<file path="src/ckpc_pkg.sv">
package ckpc_pkg;

  localparam int COORD_BITS = 12;
  localparam int COLOR_BITS = 8;
  localparam int KEY_BITS   = 3 * COLOR_BITS;
  // The count saturates at 2^24, so it needs one bit more than the key.
  localparam int COUNT_BITS = 25;
  localparam int REM_BITS   = COUNT_BITS - 1;
  localparam int SUM_BITS   = COORD_BITS + REM_BITS;
  localparam int STEP_BITS  = $clog2(COORD_BITS);

  typedef struct packed {
    logic [COORD_BITS-1:0] pixel_x;
    logic [COORD_BITS-1:0] pixel_y;
    logic [COLOR_BITS-1:0] pixel_blue;
    logic [COLOR_BITS-1:0] pixel_green;
    logic [COLOR_BITS-1:0] pixel_red;
    logic                  frame_end;
  } pixel_t;

  typedef struct packed {
    logic [COORD_BITS-1:0] mean_x;
    logic [COORD_BITS-1:0] mean_y;
    logic [COUNT_BITS-1:0] match_count;
    logic                  no_match;
  } centroid_t;

  typedef struct packed {
    logic [SUM_BITS-1:0]   sum_x;
    logic [SUM_BITS-1:0]   sum_y;
    logic [COUNT_BITS-1:0] count;
  } frame_acc_t;

  typedef enum logic [2:0] {
    BK_IDLE = 3'b001,
    BK_DIV  = 3'b010,
    BK_OUT  = 3'b100
  } back_state_t;

endpackage

</file>
<file path="src/color_keyed_pixel_centroid.sv">
// Color-keyed centroid: pixels enter at one per clock; each pixel whose RGB equals
// the key color adds its x and y to running sums, and the last pixel of a frame
// (itself counted) hands the sums to a small queue and produces one beat with the
// truncated mean x and y and the match count, or no_match with zero coordinates
// when nothing matched. Matches beyond 2^24 in one frame are ignored. With the
// divider idle and the output not stalled, the divider loads the frame from the
// queue, works out one quotient bit per cycle in a restoring divider with shared
// control that works both axes at once, and then registers the output beat; a
// frame with no match skips the division. The input stalls only when QUEUE_DEPTH
// frames wait for that divider, so later frames keep streaming in while it works.
module color_keyed_pixel_centroid #(
  parameter int QUEUE_DEPTH = 2
) (
  input  logic                          clk,
  input  logic                          rst_n,
  input  logic                          cfg_valid,
  output logic                          cfg_ready,
  input  logic [ckpc_pkg::KEY_BITS-1:0] cfg_key_color,
  input  logic                          in_valid,
  output logic                          in_stall,
  input  ckpc_pkg::pixel_t              in_data,
  output logic                          out_valid,
  input  logic                          out_stall,
  output ckpc_pkg::centroid_t           out_data
);
  import ckpc_pkg::*;

  logic       q_full;
  logic       q_push;
  frame_acc_t q_push_data;
  logic       q_valid;
  logic       q_pop;
  frame_acc_t q_data;

  ckpc_front u_front (
    .clk           (clk),
    .rst_n         (rst_n),
    .cfg_valid     (cfg_valid),
    .cfg_ready     (cfg_ready),
    .cfg_key_color (cfg_key_color),
    .in_valid      (in_valid),
    .in_stall      (in_stall),
    .in_data       (in_data),
    .q_full        (q_full),
    .q_push        (q_push),
    .q_push_data   (q_push_data)
  );

  ckpc_fifo #(
    .DEPTH (QUEUE_DEPTH)
  ) u_fifo (
    .clk       (clk),
    .rst_n     (rst_n),
    .push      (q_push),
    .push_data (q_push_data),
    .full      (q_full),
    .pop_valid (q_valid),
    .pop       (q_pop),
    .pop_data  (q_data)
  );

  ckpc_div u_div (
    .clk       (clk),
    .rst_n     (rst_n),
    .q_valid   (q_valid),
    .q_pop     (q_pop),
    .q_data    (q_data),
    .out_valid (out_valid),
    .out_stall (out_stall),
    .out_data  (out_data)
  );

  a_empty_zero: assert property (@(posedge clk) disable iff (!rst_n)
    out_valid && out_data.no_match |->
      out_data.mean_x == '0 && out_data.mean_y == '0 && out_data.match_count == '0)
    else $error("empty frame result carries nonzero fields");

  a_count_nonzero: assert property (@(posedge clk) disable iff (!rst_n)
    out_valid && !out_data.no_match |-> out_data.match_count != '0)
    else $error("non-empty result with zero count");

  a_count_limit: assert property (@(posedge clk) disable iff (!rst_n)
    out_valid |-> !(out_data.match_count[COUNT_BITS-1] &&
                    (out_data.match_count[COUNT_BITS-2:0] != '0)))
    else $error("match count above saturation limit");

endmodule

</file>
<file path="src/ckpc_front.sv">
module ckpc_front (
  input  logic                          clk,
  input  logic                          rst_n,
  input  logic                          cfg_valid,
  output logic                          cfg_ready,
  input  logic [ckpc_pkg::KEY_BITS-1:0] cfg_key_color,
  input  logic                          in_valid,
  output logic                          in_stall,
  input  ckpc_pkg::pixel_t              in_data,
  input  logic                          q_full,
  output logic                          q_push,
  output ckpc_pkg::frame_acc_t          q_push_data
);
  import ckpc_pkg::*;

  logic [KEY_BITS-1:0]   key_r, key_nxt;
  logic [SUM_BITS-1:0]   sum_x_r, sum_x_nxt, sum_x_add;
  logic [SUM_BITS-1:0]   sum_y_r, sum_y_nxt, sum_y_add;
  logic [COUNT_BITS-1:0] count_r, count_nxt, count_add;
  logic                  accept;
  logic                  match;

  assign cfg_ready = 1'b1;
  assign in_stall  = q_full;
  assign accept    = in_valid && !in_stall;

  // Once the count reaches 2^24 (top bit set) further matches are dropped.
  assign match = ({in_data.pixel_red, in_data.pixel_green, in_data.pixel_blue} == key_r)
                 && !count_r[COUNT_BITS-1];

  assign sum_x_add = sum_x_r + (match ? SUM_BITS'(in_data.pixel_x) : '0);
  assign sum_y_add = sum_y_r + (match ? SUM_BITS'(in_data.pixel_y) : '0);
  assign count_add = count_r + COUNT_BITS'(match);

  assign q_push            = accept && in_data.frame_end;
  assign q_push_data.sum_x = sum_x_add;
  assign q_push_data.sum_y = sum_y_add;
  assign q_push_data.count = count_add;

  always_comb begin
    key_nxt   = key_r;
    sum_x_nxt = sum_x_r;
    sum_y_nxt = sum_y_r;
    count_nxt = count_r;
    if (cfg_valid && cfg_ready) begin
      key_nxt = cfg_key_color;
    end
    if (accept) begin
      if (in_data.frame_end) begin
        sum_x_nxt = '0;
        sum_y_nxt = '0;
        count_nxt = '0;
      end else begin
        sum_x_nxt = sum_x_add;
        sum_y_nxt = sum_y_add;
        count_nxt = count_add;
      end
    end
  end

  always_ff @(posedge clk) begin
    if (!rst_n) begin
      key_r   <= '0;
      sum_x_r <= '0;
      sum_y_r <= '0;
      count_r <= '0;
    end else begin
      key_r   <= key_nxt;
      sum_x_r <= sum_x_nxt;
      sum_y_r <= sum_y_nxt;
      count_r <= count_nxt;
    end
  end

endmodule

</file>
<file path="src/ckpc_fifo.sv">
module ckpc_fifo #(
  parameter int DEPTH = 2
) (
  input  logic                 clk,
  input  logic                 rst_n,
  input  logic                 push,
  input  ckpc_pkg::frame_acc_t push_data,
  output logic                 full,
  output logic                 pop_valid,
  input  logic                 pop,
  output ckpc_pkg::frame_acc_t pop_data
);
  import ckpc_pkg::*;

  localparam int PTR_BITS  = $clog2(DEPTH);
  localparam int FILL_BITS = $clog2(DEPTH + 1);

  frame_acc_t            mem_r [DEPTH];
  logic [PTR_BITS-1:0]   wr_ptr_r, wr_ptr_nxt;
  logic [PTR_BITS-1:0]   rd_ptr_r, rd_ptr_nxt;
  logic [FILL_BITS-1:0]  fill_r, fill_nxt;
  logic                  do_push;
  logic                  do_pop;

  assign full      = (fill_r == FILL_BITS'(DEPTH));
  assign pop_valid = (fill_r != '0);
  assign pop_data  = mem_r[rd_ptr_r];
  assign do_push   = push && !full;
  assign do_pop    = pop && pop_valid;

  always_comb begin
    wr_ptr_nxt = wr_ptr_r;
    rd_ptr_nxt = rd_ptr_r;
    fill_nxt   = fill_r;
    if (do_push) begin
      wr_ptr_nxt = (wr_ptr_r == PTR_BITS'(DEPTH - 1)) ? '0 : wr_ptr_r + 1'b1;
    end
    if (do_pop) begin
      rd_ptr_nxt = (rd_ptr_r == PTR_BITS'(DEPTH - 1)) ? '0 : rd_ptr_r + 1'b1;
    end
    if (do_push && !do_pop) begin
      fill_nxt = fill_r + 1'b1;
    end else if (do_pop && !do_push) begin
      fill_nxt = fill_r - 1'b1;
    end
  end

  always_ff @(posedge clk) begin
    if (do_push) begin
      mem_r[wr_ptr_r] <= push_data;
    end
  end

  always_ff @(posedge clk) begin
    if (!rst_n) begin
      wr_ptr_r <= '0;
      rd_ptr_r <= '0;
      fill_r   <= '0;
    end else begin
      wr_ptr_r <= wr_ptr_nxt;
      rd_ptr_r <= rd_ptr_nxt;
      fill_r   <= fill_nxt;
    end
  end

endmodule

</file>
<file path="src/ckpc_div.sv">
module ckpc_div (
  input  logic                 clk,
  input  logic                 rst_n,
  input  logic                 q_valid,
  output logic                 q_pop,
  input  ckpc_pkg::frame_acc_t q_data,
  output logic                 out_valid,
  input  logic                 out_stall,
  output ckpc_pkg::centroid_t  out_data
);
  import ckpc_pkg::*;

  back_state_t           state_r, state_nxt;
  logic [STEP_BITS-1:0]  step_r, step_nxt;
  logic [REM_BITS-1:0]   rem_x_r, rem_x_nxt, rem_y_r, rem_y_nxt;
  // Low sum bits shift out at the top while quotient bits shift in below.
  logic [COORD_BITS-1:0] quo_x_r, quo_x_nxt, quo_y_r, quo_y_nxt;
  logic [COUNT_BITS-1:0] count_r, count_nxt;
  logic                  empty_r, empty_nxt;
  logic                  out_valid_r, out_valid_nxt;
  centroid_t             out_data_r, out_data_nxt;
  logic [COUNT_BITS-1:0] trial_x, trial_y;
  logic                  ge_x, ge_y;
  logic                  out_free;

  assign trial_x  = {rem_x_r, quo_x_r[COORD_BITS-1]};
  assign trial_y  = {rem_y_r, quo_y_r[COORD_BITS-1]};
  assign ge_x     = (trial_x >= count_r);
  assign ge_y     = (trial_y >= count_r);
  assign out_free = !out_valid_r || !out_stall;
  assign q_pop    = (state_r == BK_IDLE) && q_valid;

  assign out_valid = out_valid_r;
  assign out_data  = out_data_r;

  always_comb begin
    state_nxt     = state_r;
    step_nxt      = step_r;
    rem_x_nxt     = rem_x_r;
    rem_y_nxt     = rem_y_r;
    quo_x_nxt     = quo_x_r;
    quo_y_nxt     = quo_y_r;
    count_nxt     = count_r;
    empty_nxt     = empty_r;
    out_valid_nxt = out_valid_r && out_stall;
    out_data_nxt  = out_data_r;
    case (state_r)
      BK_IDLE: begin
        if (q_valid) begin
          // The quotient fits the coordinate width, so the upper sum bits
          // are already below the count and seed the remainder.
          rem_x_nxt = q_data.sum_x[SUM_BITS-1 -: REM_BITS];
          rem_y_nxt = q_data.sum_y[SUM_BITS-1 -: REM_BITS];
          quo_x_nxt = q_data.sum_x[COORD_BITS-1:0];
          quo_y_nxt = q_data.sum_y[COORD_BITS-1:0];
          count_nxt = q_data.count;
          empty_nxt = (q_data.count == '0);
          step_nxt  = STEP_BITS'(COORD_BITS - 1);
          state_nxt = (q_data.count == '0) ? BK_OUT : BK_DIV;
        end
      end
      BK_DIV: begin
        rem_x_nxt = ge_x ? REM_BITS'(trial_x - count_r) : trial_x[REM_BITS-1:0];
        rem_y_nxt = ge_y ? REM_BITS'(trial_y - count_r) : trial_y[REM_BITS-1:0];
        quo_x_nxt = {quo_x_r[COORD_BITS-2:0], ge_x};
        quo_y_nxt = {quo_y_r[COORD_BITS-2:0], ge_y};
        step_nxt  = step_r - 1'b1;
        if (step_r == '0) begin
          state_nxt = BK_OUT;
        end
      end
      BK_OUT: begin
        if (out_free) begin
          out_valid_nxt            = 1'b1;
          out_data_nxt.mean_x      = empty_r ? '0 : quo_x_r;
          out_data_nxt.mean_y      = empty_r ? '0 : quo_y_r;
          out_data_nxt.match_count = count_r;
          out_data_nxt.no_match    = empty_r;
          state_nxt                = BK_IDLE;
        end
      end
      default: begin
        state_nxt = BK_IDLE;
      end
    endcase
  end

  always_ff @(posedge clk) begin
    rem_x_r    <= rem_x_nxt;
    rem_y_r    <= rem_y_nxt;
    quo_x_r    <= quo_x_nxt;
    quo_y_r    <= quo_y_nxt;
    count_r    <= count_nxt;
    empty_r    <= empty_nxt;
    step_r     <= step_nxt;
    out_data_r <= out_data_nxt;
  end

  always_ff @(posedge clk) begin
    if (!rst_n) begin
      state_r     <= BK_IDLE;
      out_valid_r <= 1'b0;
    end else begin
      state_r     <= state_nxt;
      out_valid_r <= out_valid_nxt;
    end
  end

endmodule
</file>
<file path="config.mk">
export PLATFORM = sky130hd
export DESIGN_NAME = color_keyed_pixel_centroid
export DESIGN_NICKNAME = d
export VERILOG_FILES = /design/src/ckpc_pkg.sv /design/src/color_keyed_pixel_centroid.sv /design/src/ckpc_front.sv /design/src/ckpc_fifo.sv /design/src/ckpc_div.sv
export SDC_FILE = /design/constraint.sdc
export NUM_CORES = 1
export LEC_CHECK = 0
export BUFFER_PORTS_ARGS = -buffer_cell sky130_fd_sc_hd__buf_2
export CAP_MARGIN = 30
export CORE_MARGIN = 2
export CORE_UTILIZATION = 60
export DETAILED_ROUTE_END_ITERATION = 6
export GPL_ROUTABILITY_DRIVEN = 1
export PLACE_DENSITY = 0.76
export SKIP_LAST_GASP = 1
export SYNTH_ARGS = -nofsm -noshare
export SYNTH_HDL_FRONTEND = slang
export SYNTH_HIERARCHICAL = 1
export SYNTH_SLANG_ARGS = --single-unit
</file>
<file path="constraint.sdc">
create_clock -name clk -period 18.8 [get_ports clk]
set_input_delay 3.76 -clock clk [delete_from_list [all_inputs] [get_ports clk]]
set_output_delay 3.76 -clock clk [all_outputs]
set_load 0.01 [all_outputs]
</file>
==> results.txt <==
----------------------------------------------------
[Run status]
  Run status ... finished, violations left
  Violations in the final reports ... design-rule violations

[Yosys]
  Most area-hungry cell type in the Yosys netlist ... sky130_fd_sc_hd__edfxtp_1
  Cell variety after synth ... 89
  Synthesized area ... 24,400 um2
  Post-synthesis sequential area ratio ... 53.3%
  Mean area per synthesized cell ... 11.1 um2
  Number of enable flip-flop cells after synthesis ... 346
  Portion of synthesized cell area occupied by the leading cell type ... 42.7%
  Fraction of registers with async set/reset ... 0%
  Dominant register cell in the synthesized netlist ... sky130_fd_sc_hd__edfxtp_1
  #FFs+latches synth ... 476
  Post-Syn Nets ... 2,351
  Gate Count Post-Synth ... 2,191
  Most area-consuming cells after synthesis ... sky130_fd_sc_hd__edfxtp_1 43%, sky130_fd_sc_hd__dfxtp_1 11%, sky130_fd_sc_hd__ha_1 4.0%
  Ys Warns ... 6

[Cells and area]
  Area delta synth->final ... 10.8%
  Fin cells ... 2,847
  Share of final-layout standard cells stronger than drive strength 1 ... 15.9%
  Multi-input logic area ... 10,700 um2
  Number of filler instances in the final layout ... 2,936
  Inserted Diodes ... 0
  Utilization of the core after routing ... 67.6%
  Most common cell after layout, fill and taps aside ... sky130_fd_sc_hd__edfxtp_1
  Register area ... 13,000 um2
  Final nets ... 2,442
  Most frequent cells in the layout ... 346 x sky130_fd_sc_hd__edfxtp_1, 208 x sky130_fd_sc_hd__nand2_1, 156 x sky130_fd_sc_hd__nor2_1

[Critical path]
  Startpoint Class ... input pin
  Peak fanout along the critical path ... 25
  Crit end category ... flip-flop
  Buf/Inv on CP ... 2
  Delay of the slowest cell on the worst path ... 0.56 ns
  Worst Path Required ... 19.14 ns
  WS Path Type ... in -> reg
  Logic depth of the worst path, buffers included ... 16
  Family of cells with the greatest summed delay on the critical path ... simple AND/OR/NAND/NOR gates
  Number of cells traversed by the worst register-to-register path ... 15
  Highest-delay cell along the critical path ... sky130_fd_sc_hd__or4_1
  Critical Path, Cell by Cell ... buf_2, xnor2_1, nand4_1, nor3_1, nand3_1, nor4_2, buf_4, and2_1, ha_1, fa_1, a21oi_1, o211a_1, or4_1, a21oi_1, nand4_1, xnor2_1
  Critical register-to-register path endpoint ... u_fifo/mem_r[0][45]
  Worst R2R Start ... u_front/key_r[9]
  Reg-to-reg setup timing slack ... 14.38 ns
  Launch point of the worst path ... in_data[10]
  Worst endpoint data arrival time ... 7.68 ns

[Floorplanning]
  Core region area ... 39,900 um2
  Die Y-Extent ... 205 um
  Die area ... 42,200 um2
  I/O pins ... 131
  Die width ... 205 um
  Initial cell density of the core ... 61.0%
  Number of rows in the core area ... 73

[STA]
  Ratio of final minimum period to clock period ... 39.1%
  Setup repair after global routing missed its margin ... no
  Transition time at the pin with the least slew margin ... 0.992 ns
  Achievable frequency ... 0.136 GHz
  Hold violation total from the final report ... 0
  Slew margin rel. ... 33.9%
  Final Critical Period ... 7.34 ns
  Worst clock skew on the final layout ... 0.0492 ns
  Number of max-slew violations in the final report ... 0
  Number of failing setup endpoints in the final timing report ... 0
  Setup TNS after final layout ... 0 ns

[Min path]
  WHS Endpoint ... u_div/out_data[18]
  Hold WC Path Type ... reg -> reg
  Depth of the worst hold-timing path ... 0
  Startpoint of the lowest-slack hold path ... u_div/count_r[17]

[Placement]
  Count of input and output buffers ... 129
  Cells after DPL ... 2,755
  Final HPWL from detailed placement ... 41.2 mm
  Placer Congestion ... 0.926

[CTS]
  Number of clock sinks ... 476
  Clock tree from TritonCTS ... done
  Num CTS Buffers ... 48
  Hold buffer count at CTS ... 0
  Number of setup buffers added after CTS ... 0
  Clk slew on worst S/H paths ... 0.07 ns
  Clock Root Buffer ... sky130_fd_sc_hd__clkbuf_16
  H-tree lvl count ... 2
  Number of gates given a new drive strength after cts ... 0
  Maximum number of buffers from clock root to sink ... 3
  Clk_lat worst skew ... 0.61 ns

[Global routing]
  Largest net degree at the start of global routing ... 74
  Number of antenna violations at the first check in global routing ... 0
  Global-route wire length before repair ... 92.7 mm
  Total routing resource utilization after global routing ... 28.4%
  Number of global-route vias before repair ... 17,000
  Grt ovf ... 0

[Detailed routing]
  Residual DRC ... 3
  Number of vias per cell after detailed routing ... 6.16
  Count of antenna-violating nets left after detailed routing ... 0
  Routed vias ... 17,500
  DRC violation total after the first TritonRoute iteration ... 1,632
  Final WL ... 59.5 mm
  Router iterations before antenna repair ... 7
  Mean routed wirelength per cell ... 20.9 um

[Power and ir drop]
  Worst IR Drop VDD ... 0.0924 mV
  Leakage power summed over all cells ... 10.3 nW
  Areal power density over the cells ... 149 nW/um2

[Job]
  Number of max-cap violations ... 0

----------------------------------------------------
flip-flops by register name, indices dropped and copies added, names as in the netlist, 2 cells and up, named ones only:
register         flops
u_front/sum_y_r     36
u_div/out_data      50
u_div/state_r        3
u_div/rem_y_r       24
u_front/sum_x_r     36
u_fifo/mem_r       194
u_div/quo_y_r       12
u_div/quo_x_r       12
u_div/step_r         4
u_div/count_r       25
u_fifo/fill_r        2
u_front/count_r     25
u_div/rem_x_r       24
u_front/key_r       24
cell usage after synthesis, types with 53 or more instances:
library cell	number
sky130_fd_sc_hd__a21oi_1	123
sky130_fd_sc_hd__clkbuf_1	80
sky130_fd_sc_hd__dfxtp_1	130
sky130_fd_sc_hd__edfxtp_1	346
sky130_fd_sc_hd__ha_1	78
sky130_fd_sc_hd__inv_1	56
sky130_fd_sc_hd__mux2_2	67
sky130_fd_sc_hd__mux2i_1	53
sky130_fd_sc_hd__nand2_1	208
sky130_fd_sc_hd__nand3_1	67
sky130_fd_sc_hd__nor2_1	159
sky130_fd_sc_hd__o21ai_0	79
sky130_fd_sc_hd__xnor2_1	93
sky130_fd_sc_hd__xor2_1	67
per-layer routing:
metal | part of all wire (%) | vias up | global-route usage, %
li1 | - | 8255 | -
met1 | 43 | 8479 | 39.2
met2 | 46 | 697 | 44.9
met3 | 7.6 | 113 | 5.21
met4 | 3.4 | 0 | 10.6
met5 | 0 | - | 0
kinds of logic (layout without fill, tap and decap cells):
family          Yosys count  in the layout  share of synthesized area [%]
other cells               1              1                         0.0154
compound gates          459            459                           12.5
xor+xnor                160            160                           5.75
buf+inv                 172            303                           3.09
mux                     150            150                           7.13
fa+ha+maj                82             82                           4.34
simple gates            691            691                           13.8
flops                   476            476                           53.3
through the flow:
stage,total power [W],hold WS (ns),area [um2],setup slack [ns]
final,0.00401,0.455,27000,11.46
after global routing,0.00423,0.458,27000,11.15
after CTS,0.00400,0.452,26900,11.55
after detailed placement,0.00306,0.434,25400,10.93
after global placement,0.00301,0.432,25400,11.05
after floorplan,0.00269,0.426,24400,9.96
where the power goes:
group          leakage (nW)  internal [W]  total (W)  switching [W]
sequential             4.15       0.00138    0.00148       0.000108
combinational          5.36      0.000629    0.00160       0.000971
clock                 0.741      0.000518   0.000928       0.000410
worst max path at each step:
stage	endpoint	slack, ns
finish	u_fifo/mem_r[0][45]	11.46
detailed placement	u_fifo/mem_r[0][45]	10.93
CTS	u_fifo/mem_r[0][45]	11.55
global route	u_fifo/mem_r[1][58]	11.15
floorplan	u_fifo/mem_r[0][0]	9.96
global placement	u_fifo/mem_r[0][45]	11.05
cell type report:
| class | instances | area share [%] |
|---|---|---|
| clock inverters | 22 | 0.797 |
| clock buffers | 68 | 4.84 |
| well taps | 525 | 2.43 |
| inverters | 58 | 0.807 |
| flip-flops and latches | 476 | 48.2 |
| multi-input cells | 1543 | 39.6 |
| repair buffers | 155 | 3.38 |
Power figures use the tool's default switching activity.
